### src/rtl/vpt_pkg.sv
// Package for the variant path tokenizer: character codes, role and error codes,
// item and result types, and the default index width.
// Used by every module of the block.
`default_nettype none

package vpt_pkg;

  localparam int INDEX_BITS_DEF = 31;
  localparam int CFG_W          = 31;
  localparam int CHAR_W         = 8;
  localparam int STEP_W         = 8;
  localparam int IDX_OUT_W      = 31;

  localparam logic [CHAR_W-1:0] CH_DOLLAR = 8'h24;
  localparam logic [CHAR_W-1:0] CH_DOT    = 8'h2E;
  localparam logic [CHAR_W-1:0] CH_OPEN   = 8'h5B;
  localparam logic [CHAR_W-1:0] CH_CLOSE  = 8'h5D;
  localparam logic [CHAR_W-1:0] CH_ZERO   = 8'h30;
  localparam logic [CHAR_W-1:0] CH_NINE   = 8'h39;

  localparam logic [1:0] ROLE_NONE  = 2'd0;
  localparam logic [1:0] ROLE_NAME  = 2'd1;
  localparam logic [1:0] ROLE_INDEX = 2'd2;

  localparam logic [2:0] ERR_OK         = 3'd0;
  localparam logic [2:0] ERR_UNEXPECTED = 3'd1;
  localparam logic [2:0] ERR_TRAIL_DOT  = 3'd2;
  localparam logic [2:0] ERR_NO_DIGITS  = 3'd3;
  localparam logic [2:0] ERR_RANGE      = 3'd4;
  localparam logic [2:0] ERR_NO_CLOSE   = 3'd5;
  localparam logic [2:0] ERR_EMPTY      = 3'd6;

  typedef struct packed {
    logic              req_type;
    logic [CHAR_W-1:0] char_in;
  } item_t;

  typedef struct packed {
    logic [2:0]           error_code;
    logic [IDX_OUT_W-1:0] index_value;
    logic [STEP_W-1:0]    step_count;
    logic                 step_start;
    logic [1:0]           char_role;
    logic [CHAR_W-1:0]    char_out;
    logic                 path_done;
  } result_t;

  // Accumulator width: never wider than the index limit register.
  function automatic int acc_width(input int index_bits);
    acc_width = (index_bits < CFG_W) ? index_bits : CFG_W;
  endfunction

endpackage

`default_nettype wire

### src/rtl/variant_path_tokenizer.sv
// Top level of the variant path tokenizer: input register, limit register
// and parse stage. Depends on vpt_pkg, vpt_cfg and vpt_parse.
//
// Usage:
//   in_*  : one path byte per transaction (in_tdata), in_tlast high marks the
//           end-of-path transaction, whose data byte is ignored.
//   out_* : one result per input transaction, in order; out_tlast marks the
//           result of the end-of-path transaction, which also carries the
//           final error code. Per-path state is cleared after it.
//   cfg_* : writes the largest accepted index value; cfg_ready is always high.
//           Write only while no transaction is in flight.
// Each transaction passes from the input register into the result register,
// which offers its result on out_*.
// Throughput: one transaction per cycle while results are taken; the parse
// state is updated as each item moves into the result register.
// Reset: synchronous, active low; clears the parse state, the error, the step
// count, both valid flags, and sets the limit to all ones.
// Stall: while out_tready is low the result is held; an empty input register
// still takes one more transaction, then in_tready drops until the result is
// taken.
`default_nettype none

module variant_path_tokenizer #(
  parameter int INDEX_BITS = vpt_pkg::INDEX_BITS_DEF
) (
  input  wire logic                      clk,
  input  wire logic                      rst_n,
  input  wire logic                      in_tvalid,
  output      logic                      in_tready,
  input  wire logic [7:0]                in_tdata,   // [7:0] char_in
  input  wire logic                      in_tlast,   // req_type
  output      logic                      out_tvalid,
  input  wire logic                      out_tready,
  // [7:0] char_out, [9:8] char_role, [10] step_start, [18:11] step_count,
  // [49:19] index_value, [52:50] error_code, [55:53] zero
  output      logic [55:0]               out_tdata,
  output      logic                      out_tlast,  // path_done
  input  wire logic                      cfg_valid,
  output      logic                      cfg_ready,
  input  wire logic [vpt_pkg::CFG_W-1:0] cfg_data
);
  import vpt_pkg::*;

  localparam int ACC_W = acc_width(INDEX_BITS);

  logic             in_valid_r;
  item_t            item_r;
  logic             take;
  logic [ACC_W-1:0] lim;
  result_t          res;

  assign in_tready = !in_valid_r || take;

  always_ff @(posedge clk) begin
    if (!rst_n) begin
      in_valid_r <= 1'b0;
    end else if (in_tvalid && in_tready) begin
      in_valid_r <= 1'b1;
    end else if (take) begin
      in_valid_r <= 1'b0;
    end
  end

  always_ff @(posedge clk) begin
    if (in_tvalid && in_tready) begin
      item_r.req_type <= in_tlast;
      item_r.char_in  <= in_tdata;
    end
  end

  vpt_cfg #(
    .INDEX_BITS(INDEX_BITS)
  ) u_cfg (
    .clk      (clk),
    .rst_n    (rst_n),
    .cfg_valid(cfg_valid),
    .cfg_ready(cfg_ready),
    .cfg_data (cfg_data),
    .lim      (lim)
  );

  vpt_parse #(
    .INDEX_BITS(INDEX_BITS)
  ) u_parse (
    .clk       (clk),
    .rst_n     (rst_n),
    .item_valid(in_valid_r),
    .item      (item_r),
    .take      (take),
    .lim       (lim),
    .res_valid (out_tvalid),
    .res_ready (out_tready),
    .res       (res)
  );

  assign out_tdata = {3'b000, res.error_code, res.index_value, res.step_count,
                      res.step_start, res.char_role, res.char_out};
  assign out_tlast = res.path_done;

endmodule

`default_nettype wire

### src/rtl/vpt_cfg.sv
// Index limit register of the variant path tokenizer, clamped to the
// accumulator width when written. Depends on vpt_pkg.
`default_nettype none

module vpt_cfg #(
  parameter int INDEX_BITS = vpt_pkg::INDEX_BITS_DEF
) (
  input  wire logic                                         clk,
  input  wire logic                                         rst_n,
  input  wire logic                                         cfg_valid,
  output      logic                                         cfg_ready,
  input  wire logic [vpt_pkg::CFG_W-1:0]                    cfg_data,
  output      logic [vpt_pkg::acc_width(INDEX_BITS)-1:0]    lim
);
  import vpt_pkg::*;

  localparam int ACC_W = acc_width(INDEX_BITS);

  logic [ACC_W-1:0] lim_r;
  logic [ACC_W-1:0] lim_nxt;

  generate
    if (ACC_W < CFG_W) begin : g_clamp
      assign lim_nxt = (|cfg_data[CFG_W-1:ACC_W]) ? {ACC_W{1'b1}} : cfg_data[ACC_W-1:0];
    end else begin : g_full
      assign lim_nxt = cfg_data[ACC_W-1:0];
    end
  endgenerate

  always_ff @(posedge clk) begin
    if (!rst_n) begin
      lim_r <= {ACC_W{1'b1}};
    end else if (cfg_valid) begin
      lim_r <= lim_nxt;
    end
  end

  assign cfg_ready = 1'b1;
  assign lim       = lim_r;

endmodule

`default_nettype wire

### src/rtl/vpt_parse.sv
// Parse state machine and result register of the variant path tokenizer, using
// vpt_pkg; classifies a byte per cycle unless stalled, accumulates index digits.
`default_nettype none

module vpt_parse #(
  parameter int INDEX_BITS = vpt_pkg::INDEX_BITS_DEF
) (
  input  wire logic                                      clk,
  input  wire logic                                      rst_n,
  input  wire logic                                      item_valid,
  input  wire vpt_pkg::item_t                            item,
  output      logic                                      take,
  input  wire logic [vpt_pkg::acc_width(INDEX_BITS)-1:0] lim,
  output      logic                                      res_valid,
  input  wire logic                                      res_ready,
  output      vpt_pkg::result_t                          res
);
  import vpt_pkg::*;

  localparam int ACC_W = acc_width(INDEX_BITS);

  typedef enum logic [2:0] {
    PH_START  = 3'd0,
    PH_FIRST  = 3'd1,
    PH_NAME   = 3'd2,
    PH_DOT    = 3'd3,
    PH_OPEN   = 3'd4,
    PH_DIGITS = 3'd5,
    PH_AFTER  = 3'd6
  } phase_t;

  phase_t            phase_r, phase_nxt;
  logic [2:0]        err_r, err_nxt;
  logic [ACC_W-1:0]  acc_r, acc_nxt;
  logic [STEP_W-1:0] steps_r, steps_nxt;
  logic              res_valid_r;
  result_t           res_r, res_nxt;

  logic              fire;
  logic [CHAR_W-1:0] c;
  logic              is_digit;
  logic [ACC_W+3:0]  acc_ext;
  logic [ACC_W+3:0]  acc_mac;
  logic              over;

  assign take     = !res_valid_r || res_ready;
  assign fire     = item_valid && take;
  assign c        = item.char_in;
  assign is_digit = (c >= CH_ZERO) && (c <= CH_NINE);
  assign acc_ext  = {4'b0000, acc_r};
  // acc * 10 + digit; the digit is the low nibble of an ASCII decimal
  assign acc_mac  = (acc_ext << 3) + (acc_ext << 1) + {{ACC_W{1'b0}}, c[3:0]};
  assign over     = acc_mac > {4'b0000, lim};

  always_comb begin
    logic name_grp;
    logic new_step;
    logic [1:0] role;
    logic start;
    name_grp  = 1'b0;
    new_step  = 1'b0;
    role      = ROLE_NONE;
    start     = 1'b0;
    phase_nxt = phase_r;
    err_nxt   = err_r;
    acc_nxt   = acc_r;
    steps_nxt = steps_r;

    if (item.req_type) begin
      if (err_r == ERR_OK) begin
        if (phase_r == PH_DOT) begin
          err_nxt = ERR_TRAIL_DOT;
        end else if (phase_r == PH_OPEN) begin
          err_nxt = ERR_NO_DIGITS;
        end else if (phase_r == PH_DIGITS) begin
          err_nxt = ERR_NO_CLOSE;
        end else if (steps_r == '0) begin
          err_nxt = ERR_EMPTY;
        end
      end
    end else if (err_r == ERR_OK) begin
      unique case (phase_r)
        PH_FIRST, PH_NAME, PH_AFTER: begin
          name_grp = 1'b1;
        end
        PH_DOT: begin
          if (c == CH_DOT || c == CH_OPEN) begin
            err_nxt = ERR_TRAIL_DOT;
          end else begin
            new_step  = 1'b1;
            role      = ROLE_NAME;
            phase_nxt = PH_NAME;
          end
        end
        PH_OPEN, PH_DIGITS: begin
          if (is_digit) begin
            if (over) begin
              acc_nxt = lim;
              err_nxt = ERR_RANGE;
            end else begin
              acc_nxt   = acc_mac[ACC_W-1:0];
              role      = ROLE_INDEX;
              phase_nxt = PH_DIGITS;
            end
          end else if (phase_r == PH_OPEN) begin
            err_nxt = ERR_NO_DIGITS;
          end else if (c == CH_CLOSE) begin
            role      = ROLE_INDEX;
            phase_nxt = PH_AFTER;
          end else begin
            err_nxt = ERR_NO_CLOSE;
          end
        end
        default: begin
          if (c == CH_DOLLAR) begin
            phase_nxt = PH_FIRST;
          end else begin
            name_grp = 1'b1;
          end
        end
      endcase

      if (name_grp) begin
        if (c == CH_DOT) begin
          phase_nxt = PH_DOT;
        end else if (c == CH_OPEN) begin
          new_step  = 1'b1;
          role      = ROLE_INDEX;
          phase_nxt = PH_OPEN;
        end else if (phase_r == PH_NAME) begin
          role = ROLE_NAME;
        end else if (phase_r == PH_AFTER) begin
          err_nxt = ERR_UNEXPECTED;
        end else begin
          new_step  = 1'b1;
          role      = ROLE_NAME;
          phase_nxt = PH_NAME;
        end
      end

      if (new_step) begin
        start   = 1'b1;
        acc_nxt = '0;
        if (steps_r != {STEP_W{1'b1}}) begin
          steps_nxt = steps_r + 1'b1;
        end
      end
    end

    res_nxt.char_out    = item.req_type ? '0 : c;
    res_nxt.char_role   = role;
    res_nxt.step_start  = start;
    res_nxt.step_count  = steps_nxt;
    res_nxt.index_value = IDX_OUT_W'(acc_nxt);
    res_nxt.error_code  = err_nxt;
    res_nxt.path_done   = item.req_type;

    // end of path clears the per-path state after reporting
    if (item.req_type) begin
      phase_nxt = PH_START;
      err_nxt   = ERR_OK;
      acc_nxt   = '0;
      steps_nxt = '0;
    end
  end

  always_ff @(posedge clk) begin
    if (!rst_n) begin
      phase_r     <= PH_START;
      err_r       <= ERR_OK;
      acc_r       <= '0;
      steps_r     <= '0;
      res_valid_r <= 1'b0;
    end else begin
      if (fire) begin
        phase_r <= phase_nxt;
        err_r   <= err_nxt;
        acc_r   <= acc_nxt;
        steps_r <= steps_nxt;
      end
      if (take) begin
        res_valid_r <= item_valid;
      end
    end
  end

  always_ff @(posedge clk) begin
    if (fire) begin
      res_r <= res_nxt;
    end
  end

  assign res_valid = res_valid_r;
  assign res       = res_r;

endmodule

`default_nettype wire

### config.mk
export PLATFORM = sky130hd
export DESIGN_NAME = variant_path_tokenizer
export DESIGN_NICKNAME = d
export VERILOG_FILES = /design/src/rtl/vpt_pkg.sv /design/src/rtl/variant_path_tokenizer.sv /design/src/rtl/vpt_cfg.sv /design/src/rtl/vpt_parse.sv
export SDC_FILE = /design/constraint.sdc
export NUM_CORES = 1
export LEC_CHECK = 0
export ABC_AREA = 1
export BUFFER_PORTS_ARGS = -buffer_cell sky130_fd_sc_hd__clkbuf_2
export CAP_MARGIN = 30
export CORE_MARGIN = 5
export CORE_UTILIZATION = 60
export DETAILED_ROUTE_END_ITERATION = 10
export PLACE_DENSITY_LB_ADDON = 0.12
export SYNTH_ARGS = -nofsm -noshare
export SYNTH_HDL_FRONTEND = slang
export SYNTH_SLANG_ARGS = --single-unit
### constraint.sdc
create_clock -name clk -period 5.69 [get_ports clk]
set_clock_uncertainty 0.1 [all_clocks]
set_input_delay 1.138 -clock clk [delete_from_list [all_inputs] [get_ports clk]]
set_output_delay 1.138 -clock clk [all_outputs]
set_load 0.01 [all_outputs]
==> results of run 1 <==
==> final cells by class <==
| cell class | count | area [µm²] |
|---|---|---|
| well taps | 220 | 275 |
| repair buffers | 112 | 623 |
| fillers | 1496 | 5180 |
| multi-input cells | 1052 | 5670 |
| flip-flops and latches | 141 | 3450 |
| clock buffers | 18 | 450 |
| clock inverters | 14 | 120 |
| inverters | 199 | 747 |
==> critical path, cell delays in order, from the launching register on <==
cell,delay (ns)
edfxtp_1,0.46
fa_1,0.55
fa_1,0.47
nand2_1,0.08
nand2_1,0.08
nand3_1,0.10
nand2_1,0.10
nand2_1,0.09
nand2_1,0.12
a21oi_1,0.24
xor2_1,0.22
inv_1,0.07
ha_1,0.29
nand2_1,0.05
inv_1,0.06
nand3_1,0.11
nor2_1,0.20
nand2_1,0.07
nand2_1,0.06
nand2_1,0.04
nand2_1,0.07
nand2_1,0.11
nand2_4,0.38
nand2_1,0.13
nand2_1,0.08
nand4_1,0.10
nand2_1,0.07
o311ai_0,0.11
==> flip-flops by register name, summed over array words and instances (netlist names) <==
name               flops
u_parse.phase_r        3
u_parse.steps_r        8
u_cfg.lim             31
item_r                 9
u_parse.res_valid      1
in_valid_r             1
u_parse.res           54
u_parse.acc_r         31
u_parse.err_r          3
==> cells by family (layout without fill, tap and decap cells) <==
| logic type | after synthesis | after routing |
|---|---|---|
| and+or+nand+nor | 737 | 737 |
| other | 2 | 4 |
| xor gates and xnor gates | 28 | 28 |
| AOI/OAI and AO/OA | 187 | 187 |
| DFF | 141 | 141 |
| buffers and inverters | 249 | 343 |
| adders and majority gates | 96 | 96 |
==> per-layer routing <==
layer | part of all wire (%) | track usage, %
met5 | 0 | 0
met1 | 46 | 38.8
met2 | 46 | 46.3
met4 | 2.0 | 8.67
met3 | 6.1 | 4.39
==> layout by cell type (no fill, tap or decap), types with 3 or more instances in the layout <==
master,n
a211oi_1,3
a21boi_0,3
a21o_1,3
a21oi_1,95
a21oi_2,27
buf_4,10
clkbuf_16,18
clkbuf_2,100
conb_1,4
dfxtp_1,78
edfxtp_1,63
ha_1,94
inv_1,189
inv_2,9
inv_6,6
inv_8,3
nand2_1,495
nand2_2,34
nand3_1,85
nand3b_1,6
nand4_1,6
nor2_1,67
nor2_2,7
nor3_1,21
nor4_1,5
o21ai_0,44
xnor2_1,5
xor2_1,23
==> worst max-delay path by stage <==
| stage | to | slack (ns) | start | cells past startpoint |
|---|---|---|---|---|
| 2_1_floorplan | u_parse.res[23] | 1.51 | item_r[3] | 27 |
| 3_3_place_gp | u_parse.res[51] | 0.89 | item_r[3] | 27 |
| 6_report | u_parse.res[51] | 0.77 | item_r[3] | 27 |
| 3_5_place_dp | u_parse.res[51] | 0.82 | item_r[3] | 27 |
| 4_1_cts | u_parse.res[51] | 0.81 | item_r[3] | 27 |
| 5_1_grt | u_parse.res[51] | 0.43 | item_r[3] | 27 |
==> per-stage QoR <==
step | total power [mW] | setup WS [ns] | hold slack [ns] | std cells | util [%]
2_1_floorplan | 1.23 | 1.51 | 0.324 | 1442 | -
3_3_place_gp | 1.30 | 0.888 | 0.368 | 1722 | 64.9
6_report | 2.38 | 0.769 | 0.389 | 1756 | 68.6
5_1_grt | 2.46 | 0.432 | 0.408 | 1756 | 68.6
4_1_cts | 2.39 | 0.813 | 0.386 | 1755 | 68.5
3_5_place_dp | 1.31 | 0.818 | 0.377 | 1723 | 65.0
==> synth_stat cells, types with 3 or more instances <==
library cell / n / area share (%)
xnor2_1: 5 / 0.43
nand3b_1: 6 / 0.45
ha_1: 94 / 12
nor4_1: 5 / 0.31
buf_4: 4 / 0.30
inv_2: 7 / 0.26
nor2_1: 70 / 2.6
o21ai_0: 44 / 2.2
a211oi_1: 3 / 0.22
xor2_1: 23 / 2.0
a21oi_2: 27 / 2.3
clkbuf_1: 29 / 1.1
nand2_1: 495 / 18
nand4_1: 6 / 0.37
a21boi_0: 3 / 0.22
nand3_1: 85 / 4.2
a21oi_1: 95 / 4.7
inv_1: 190 / 7.1
dfxtp_1: 78 / 15
nor3_1: 21 / 1.0
edfxtp_1: 63 / 19
nor2_2: 5 / 0.31
a21o_1: 3 / 0.22
nand2_2: 34 / 2.1
buf_6: 3 / 0.33
buf_2: 13 / 0.64
==> power by group through the flow <==
stage / sequential (mW) / combinational [mW] / clock (mW)
floorplan: 1.14 / 0.0932 / 0
global placement: 1.13 / 0.170 / 0
detailed placement: 1.13 / 0.173 / 0
CTS: 1.11 / 0.175 / 1.10
global route: 1.12 / 0.194 / 1.15
finish: 1.11 / 0.176 / 1.09
==> impl_metrics.json, run 1 <==
{
  "internal_power_mw": 1.75,
  "ys_seq_area_share_pct": 34.2,
  "hold_path_depth": 2,
  "dieArea_mm2": 0.0195,
  "synth_area_per_cell_um2": 7.01,
  "rsz0062_at_grt": "no",
  "synth_compound_area_share_pct": 10.8,
  "vias_per_cell": 5.37,
  "synthFlopType": "dfxtp_1",
  "design_area_mm2": 0.0113,
  "drt_wl_total_mm": 27.6,
  "async_reset_ff_share_pct": 0,
  "drc_errors": 0,
  "grt_start_max_net_pins": 79,
  "hp-start": "u_parse.steps_r[6]",
  "synth.distinct_cells": 47,
  "initial_utilization_pct": 61.1,
  "status": "finished clean",
  "hp-class": "flop to flop",
  "cp.arrival_ns": 4.98,
  "final_max_slew_viol_count": 0,
  "max_freq_ghz": 0.203,
  "root_buffer": "clkbuf_16",
  "antenna_found_initial": 0,
  "clockBufferDepth": 2,
  "portBuffers": 100,
  "power_density_mw_per_mm2": 210,
  "netSwitchingPower_mw": 0.627,
  "cts_tree": "done",
  "ys_ff_latch": 141,
  "gp_congestion": 0.947,
  "crit_type": "flop to flop",
  "fin_crit_sh_pct": 86.5,
  "clkPwrFrac_pct": 45.8,
  "syn_to_final_growth_pct": 12.4,
  "r2r_setup_slack_ns": 0.77,
  "io_pins": 105,
  "seqPwrFrac_pct": 46.8,
  "setup_viol": 0,
  "first_iter_violations": 647,
  "r2r_start": "item_r[3]",
  "synth_cells": 1440,
  "ff2ff_path_depth": 27,
  "hold_viol": 0,
  "cts_setup_buffers": 0,
  "synth_mux_area_share_pct": 0,
  "num_vias": 9432,
  "grt_pass1_wl_mm": 45.1,
  "end_kind": "flop",
  "clk_latency_ns": 0.43,
  "cp_max_fo": 34,
  "ctsResizeCount": 0,
  "critPathLaunchType": "flop",
  "dp_hpwl_mm": 20.2,
  "postCtsHoldBufs": 0,
  "h-tree-depth": 4,
  "synthSimpleGateAreaFrac_pct": 30.6,
  "setup_tns_ns": 0,
  "die_w_um": 140,
  "antenna_left": 0,
  "layout.nets": 1664,
  "wl_per_cell_um": 15.7,
  "r2r_end": "u_parse.res[51]",
  "ir_worst_vdd_v": 0.000209,
  "cts_made_buffers": 17,
  "combPwrFrac_pct": 7.4,
  "maxCapViolCount": 0,
  "core_area_mm2": 0.0165,
  "p_sw_share_pct": 26.4,
  "gr-total-overflow": 0,
  "num_rows": 47,
  "n_antenna_cell": 0,
  "path_clk_slew_ns": 0.07,
  "synthXorXnorAreaFrac_pct": 2.43,
  "drt-pass1-iter-count": 5,
  "post_dp_cell_area_mm2": 0.0107,
  "synth_top_family_by_area": "simple AND/OR/NAND/NOR gates",
  "cts.sinks": 141,
  "synth_edf_count": 63,
  "synth-adder-area-share_pct": 12.0,
  "grt_usage_pct": 28.3,
  "die_h_um": 140,
  "p_leak_nw": 6.04,
  "worst_pin_slew_ns": 1.01,
  "final_layout_size_suffix_gt1_share_pct": 15.0,
  "max_slew_margin_pct": 32.9,
  "synth_area_mm2": 0.0101,
  "yosysWarnings": 0,
  "required_ns": 5.75,
  "period_minus_slack_ns": 4.92,
  "grt_pass1_vias": 8853,
  "min_to": "u_parse.steps_r[6]"
}
Power figures use the tool's default switching activity.
==> run 2: changes to the inputs <==
--- a/config.mk
+++ b/config.mk
@@ -11,7 +11,7 @@
 export CORE_MARGIN = 5
 export CORE_UTILIZATION = 60
 export DETAILED_ROUTE_END_ITERATION = 10
-export PLACE_DENSITY_LB_ADDON = 0.12
+export PLACE_DENSITY = 0.85
 export SYNTH_ARGS = -nofsm -noshare
 export SYNTH_HDL_FRONTEND = slang
 export SYNTH_SLANG_ARGS = --single-unit
==> run 2 against run 1 <==
Fmax shrank 4.6%. Utilization shrank 0.099 points. Register-to-register slack got worse by 0.23 ns. Die area stayed put. Sequential power is essentially flat. Combinational power decreased by 2%. Critical path depth rose by 2.
==> impl_metrics.json, run 2 (synthesized netlist as in run 1, its figures left out) <==
{
  "die_w_um": 140,
  "cts.sinks": 141,
  "cp_top_family": "simple AND/OR/NAND/NOR gates",
  "hold_viol": 0,
  "status": "finished clean",
  "cp_common_cell": "nand2_1",
  "io_pins": 105,
  "crit_type": "flop to flop",
  "critPathLaunchType": "flop",
  "drt-pass1-iter-count": 6,
  "num_vias": 9565,
  "n_antenna_cell": 0,
  "max_slew_margin_pct": 38.7,
  "max_freq_ghz": 0.194,
  "grt_start_max_net_pins": 63,
  "gr-total-overflow": 0,
  "path_clk_slew_ns": 0.07,
  "crit_slowest_cell": "fa_1",
  "final_common_cell": "nand2_1",
  "slowest_delay_ns": 0.57,
  "ir_worst_vdd_v": 0.000193,
  "clk_latency_ns": 0.44,
  "power_density_mw_per_mm2": 211,
  "cp.arrival_ns": 5.34,
  "grt_usage_pct": 27.1,
  "layout.nets": 1662,
  "p_leak_nw": 6.03,
  "hp-class": "flop to flop",
  "syn_to_final_growth_pct": 12.2,
  "setup_tns_ns": 0,
  "rsz0062_at_grt": "no",
  "final_layout_size_suffix_gt1_share_pct": 14.7,
  "clockBufferDepth": 2,
  "drt_wl_total_mm": 26.7,
  "drc_errors": 0,
  "worst_pin_slew_ns": 0.918,
  "h-tree-depth": 4,
  "maxCapViolCount": 0,
  "vias_per_cell": 5.45,
  "portBuffers": 100,
  "dp_hpwl_mm": 19.6,
  "cp_max_fo": 20,
  "die_h_um": 140,
  "setup_viol": 0,
  "core_area_mm2": 0.0165,
  "final_max_slew_viol_count": 0,
  "mostFrequentLayoutCells": "495 x nand2_1, 189 x inv_1, 100 x clkbuf_2, 95 x a21oi_1, 94 x ha_1",
  "cts_made_buffers": 17,
  "cts_tree": "done",
  "gp_congestion": 0.999,
  "dieArea_mm2": 0.0195,
  "initial_utilization_pct": 61.1,
  "first_iter_violations": 898,
  "hold-worst-slack_ns": 0.392,
  "root_buffer": "clkbuf_16",
  "antenna_found_initial": 0,
  "cp_num_buf_inv": 3,
  "wl_per_cell_um": 15.2,
  "grt_pass1_vias": 9047,
  "fin_crit_sh_pct": 90.6,
  "num_rows": 47,
  "end_kind": "flop",
  "period_minus_slack_ns": 5.16,
  "grt_pass1_wl_mm": 43.8,
  "fill_cells": 1430,
  "largest_reg_flops": 54,
  "required_ns": 5.88,
  "antenna_left": 0
}
[run 2: area by class of cell]
| cell class | instances | area [µm²] | area share, % |
|---|---|---|---|
| Sequential cell | 141 | 3450 | 30.5 |
| Inverter | 199 | 747 | 6.60 |
| Tap cell | 220 | 275 | 2.43 |
| Clock buffer | 19 | 454 | 4.01 |
| Multi-Input combinational cell | 1052 | 5680 | 50.2 |
| Timing Repair Buffer | 110 | 588 | 5.19 |
| Clock inverter | 13 | 126 | 1.12 |
[run 2: final timing paths]
path | slack [ns] | depth (start not counted) | from | endpoint
max | 0.53 | 29 | item_r[3] | u_parse.acc_r[26]
min | 0.39 | 2 | u_parse.steps_r[6] | u_parse.steps_r[6]
max reg2reg | 0.53 | 29 | item_r[3] | u_parse.acc_r[26]
min reg2reg | 0.39 | 2 | u_parse.steps_r[6] | u_parse.steps_r[6]
[run 2: tightest hold or removal path, stage by stage, from the launching register on]
cell     delay [ns]
dfxtp_1        0.32
nand2_1        0.07
a21oi_1        0.06
[run 2: routing by layer]
layer,global-route usage (%),part of all wire [%],vias up
li1,-,-,4773
met1,34.8,43,4386
met2,46.6,48,352
met3,4.01,6.6,54
met4,9.43,2.5,0
met5,0,0,-
[run 2: power breakdown]
group,internal [mW],switching (mW)
Clock,0.635,0.471
Sequential,1.10,0.0150
Combinational,0.0525,0.119
[run 2: metrics by stage]
| step | instances | cell area, µm² | power (mW) | utilization (%) | setup slack, ns |
|---|---|---|---|---|---|
| detailed placement | 1721 | 10700 | 1.30 | 64.8 | 0.560 |
| finish | 1754 | 11300 | 2.39 | 68.5 | 0.535 |
| CTS | 1753 | 11300 | 2.39 | 68.4 | 0.553 |
| global placement | 1721 | 10700 | 1.30 | 64.8 | 0.725 |
| global route | 1754 | 11300 | 2.46 | 68.5 | 0.0189 |
| floorplan | 1442 | 10100 | 1.23 | - | 1.51 |
[run 2: what timing repair did]
item                                    CTS  global route
hold buffers                              0             0
setup buffers                             0             0
gates resized for setup                   0             1
endpoints found under the setup margin    0             1
==> run 3: changes to the inputs <==
--- a/config.mk
+++ b/config.mk
@@ -9,9 +9,10 @@
 export BUFFER_PORTS_ARGS = -buffer_cell sky130_fd_sc_hd__clkbuf_2
 export CAP_MARGIN = 30
 export CORE_MARGIN = 5
-export CORE_UTILIZATION = 60
+export CORE_UTILIZATION = 55
 export DETAILED_ROUTE_END_ITERATION = 10
-export PLACE_DENSITY = 0.85
+export PLACE_DENSITY = 0.79
+export SLEW_MARGIN = 20
 export SYNTH_ARGS = -nofsm -noshare
 export SYNTH_HDL_FRONTEND = slang
 export SYNTH_SLANG_ARGS = --single-unit
==> run 3 against run 2 <==
Clock-buffer cell count fell by 2. Non-clock buffer count is 4 higher. Register-to-register slack worse by 0.12 ns. First-iteration DRC count shrank 5.1%. Flip-flop and latch count stayed put. Hold slack barely moved. Global-route usage decreased by 1.6 points. Wire length is 1.1% higher. Fmax shrank 2.3%. Critical path depth decreased by 1. Sequential power is essentially flat. Critical path type unchanged. Critical endpoint is now u_parse.res[51]. Highest routed layer unchanged.
==> impl_metrics.json, run 3 (synthesized netlist as in run 1, its figures left out) <==
{
  "cp.arrival_ns": 5.33,
  "power_density_mw_per_mm2": 207,
  "cts_setup_buffers": 0,
  "post_dp_cell_area_mm2": 0.0108,
  "die_h_um": 145,
  "cts.sinks": 141,
  "drt_wl_total_mm": 27.0,
  "drc_errors": 0,
  "mostFrequentLayoutCells": "495 x nand2_1, 189 x inv_1, 100 x clkbuf_2, 95 x a21oi_1, 94 x ha_1",
  "drt-pass1-iter-count": 5,
  "worst_pin_slew_ns": 0.806,
  "final_common_cell": "nand2_1",
  "rsz0062_at_grt": "no",
  "cp_num_buf_inv": 1,
  "layout.nets": 1666,
  "fill_cells": 1631,
  "fin_util_pct": 63.1,
  "dp_hpwl_mm": 20.0,
  "clockBufferDepth": 2,
  "core_area_mm2": 0.0180,
  "largest_reg_flops": 54,
  "grt_pass1_wl_mm": 44.9,
  "dpl_worst_slack_ns": 0.421,
  "required_ns": 5.74,
  "vias_per_cell": 5.41,
  "gp_congestion": 0.952,
  "status": "finished clean",
  "end_kind": "flop",
  "hp-class": "flop to flop",
  "clkPwrFrac_pct": 45.2,
  "die_w_um": 145,
  "n_antenna_cell": 0,
  "final_layout_size_suffix_gt1_share_pct": 15.1,
  "dp_cells": 1733,
  "wl_per_cell_um": 15.3,
  "first_iter_violations": 852,
  "fin_crit_sh_pct": 92.8,
  "h-tree-depth": 4,
  "path_clk_slew_ns": 0.07,
  "hold_viol": 0,
  "cp_common_cell": "nand2_1",
  "syn_to_final_growth_pct": 12.7,
  "crit_type": "flop to flop",
  "p_leak_nw": 6.06,
  "period_minus_slack_ns": 5.28,
  "maxCapViolCount": 0,
  "netSwitchingPower_mw": 0.631,
  "grt_pass1_vias": 9064,
  "final_max_slew_viol_count": 0,
  "critPathLaunchType": "flop",
  "portBuffers": 100,
  "cp_top_family": "simple AND/OR/NAND/NOR gates",
  "grt_usage_pct": 25.4,
  "design_area_mm2": 0.0114,
  "antenna_left": 0,
  "num_vias": 9566,
  "clk_latency_ns": 0.44,
  "num_rows": 49,
  "crit_slowest_cell": "fa_1",
  "cp_max_fo": 34,
  "dieArea_mm2": 0.0212,
  "seqPwrFrac_pct": 47.2,
  "cts_made_buffers": 17,
  "gr-total-overflow": 0,
  "r2r_setup_slack_ns": 0.41,
  "worst_slack_ns": 0.412,
  "combPwrFrac_pct": 7.5,
  "antenna_found_initial": 0,
  "setup_tns_ns": 0,
  "io_pins": 105,
  "slowest_delay_ns": 0.56,
  "ir_worst_vdd_v": 0.000222,
  "setup_viol": 0,
  "initial_utilization_pct": 56.0,
  "cts_tree": "done",
  "max_freq_ghz": 0.189,
  "grt_start_max_net_pins": 40,
  "p_sw_share_pct": 26.8,
  "root_buffer": "clkbuf_16",
  "stdcell_count": 1767,
  "max_slew_margin_pct": 46.2,
  "internal_power_mw": 1.73
}
[run 3: cell type report]
class | instances | area (µm²) | share of cell area [%]
clock inverters | 15 | 135 | 1.19
well taps | 229 | 287 | 2.52
clock buffers | 17 | 425 | 3.74
repair buffers | 114 | 653 | 5.74
multi-input cells | 1052 | 5680 | 49.9
flip-flops and latches | 141 | 3450 | 30.4
inverters | 199 | 747 | 6.57
[run 3: final timing paths]
check,cells past startpoint,end,startpoint
setup / recovery,28,u_parse.res[51],item_r[3]
hold / removal,2,u_parse.steps_r[1],u_parse.steps_r[1]
setup reg to reg,28,u_parse.res[51],item_r[3]
hold reg to reg,2,u_parse.steps_r[1],u_parse.steps_r[1]
[run 3: repair_timing]
action                     in CTS  in global routing
resized for setup               0                  1
hold buffers                    0                  0
setup endpoints to repair       0                  1
[run 3: routing by layer]
layer	vias to the layer above	routed length [µm]	track usage (%)
li1	4783	-	-
met1	4353	11800	33.2
met2	380	12500	42.5
met3	50	1970	3.64
met4	0	636	10.3
met5	-	0	0
[run 3: through the flow]
| step | hold slack, ns | total power, mW |
|---|---|---|
| floorplan | 0.324 | 1.23 |
| global placement | 0.366 | 1.30 |
| detailed placement | 0.384 | 1.31 |
| CTS | 0.394 | 2.36 |
| global route | 0.423 | 2.43 |
| finish | 0.391 | 2.36 |
[run 3: tightest hold or removal path, stage by stage, from the launching register on]
cell and delay, ns:
dfxtp_1 0.32, nand2_1 0.07, a21oi_1 0.06
[run 3: power by group through the flow]
stage | Clock (mW) | Combinational, mW | Sequential [mW]
2_1_floorplan | 0 | 0.0932 | 1.14
3_3_place_gp | 0 | 0.167 | 1.13
3_5_place_dp | 0 | 0.174 | 1.13
4_1_cts | 1.08 | 0.175 | 1.11
5_1_grt | 1.12 | 0.196 | 1.12
6_report | 1.07 | 0.178 | 1.11
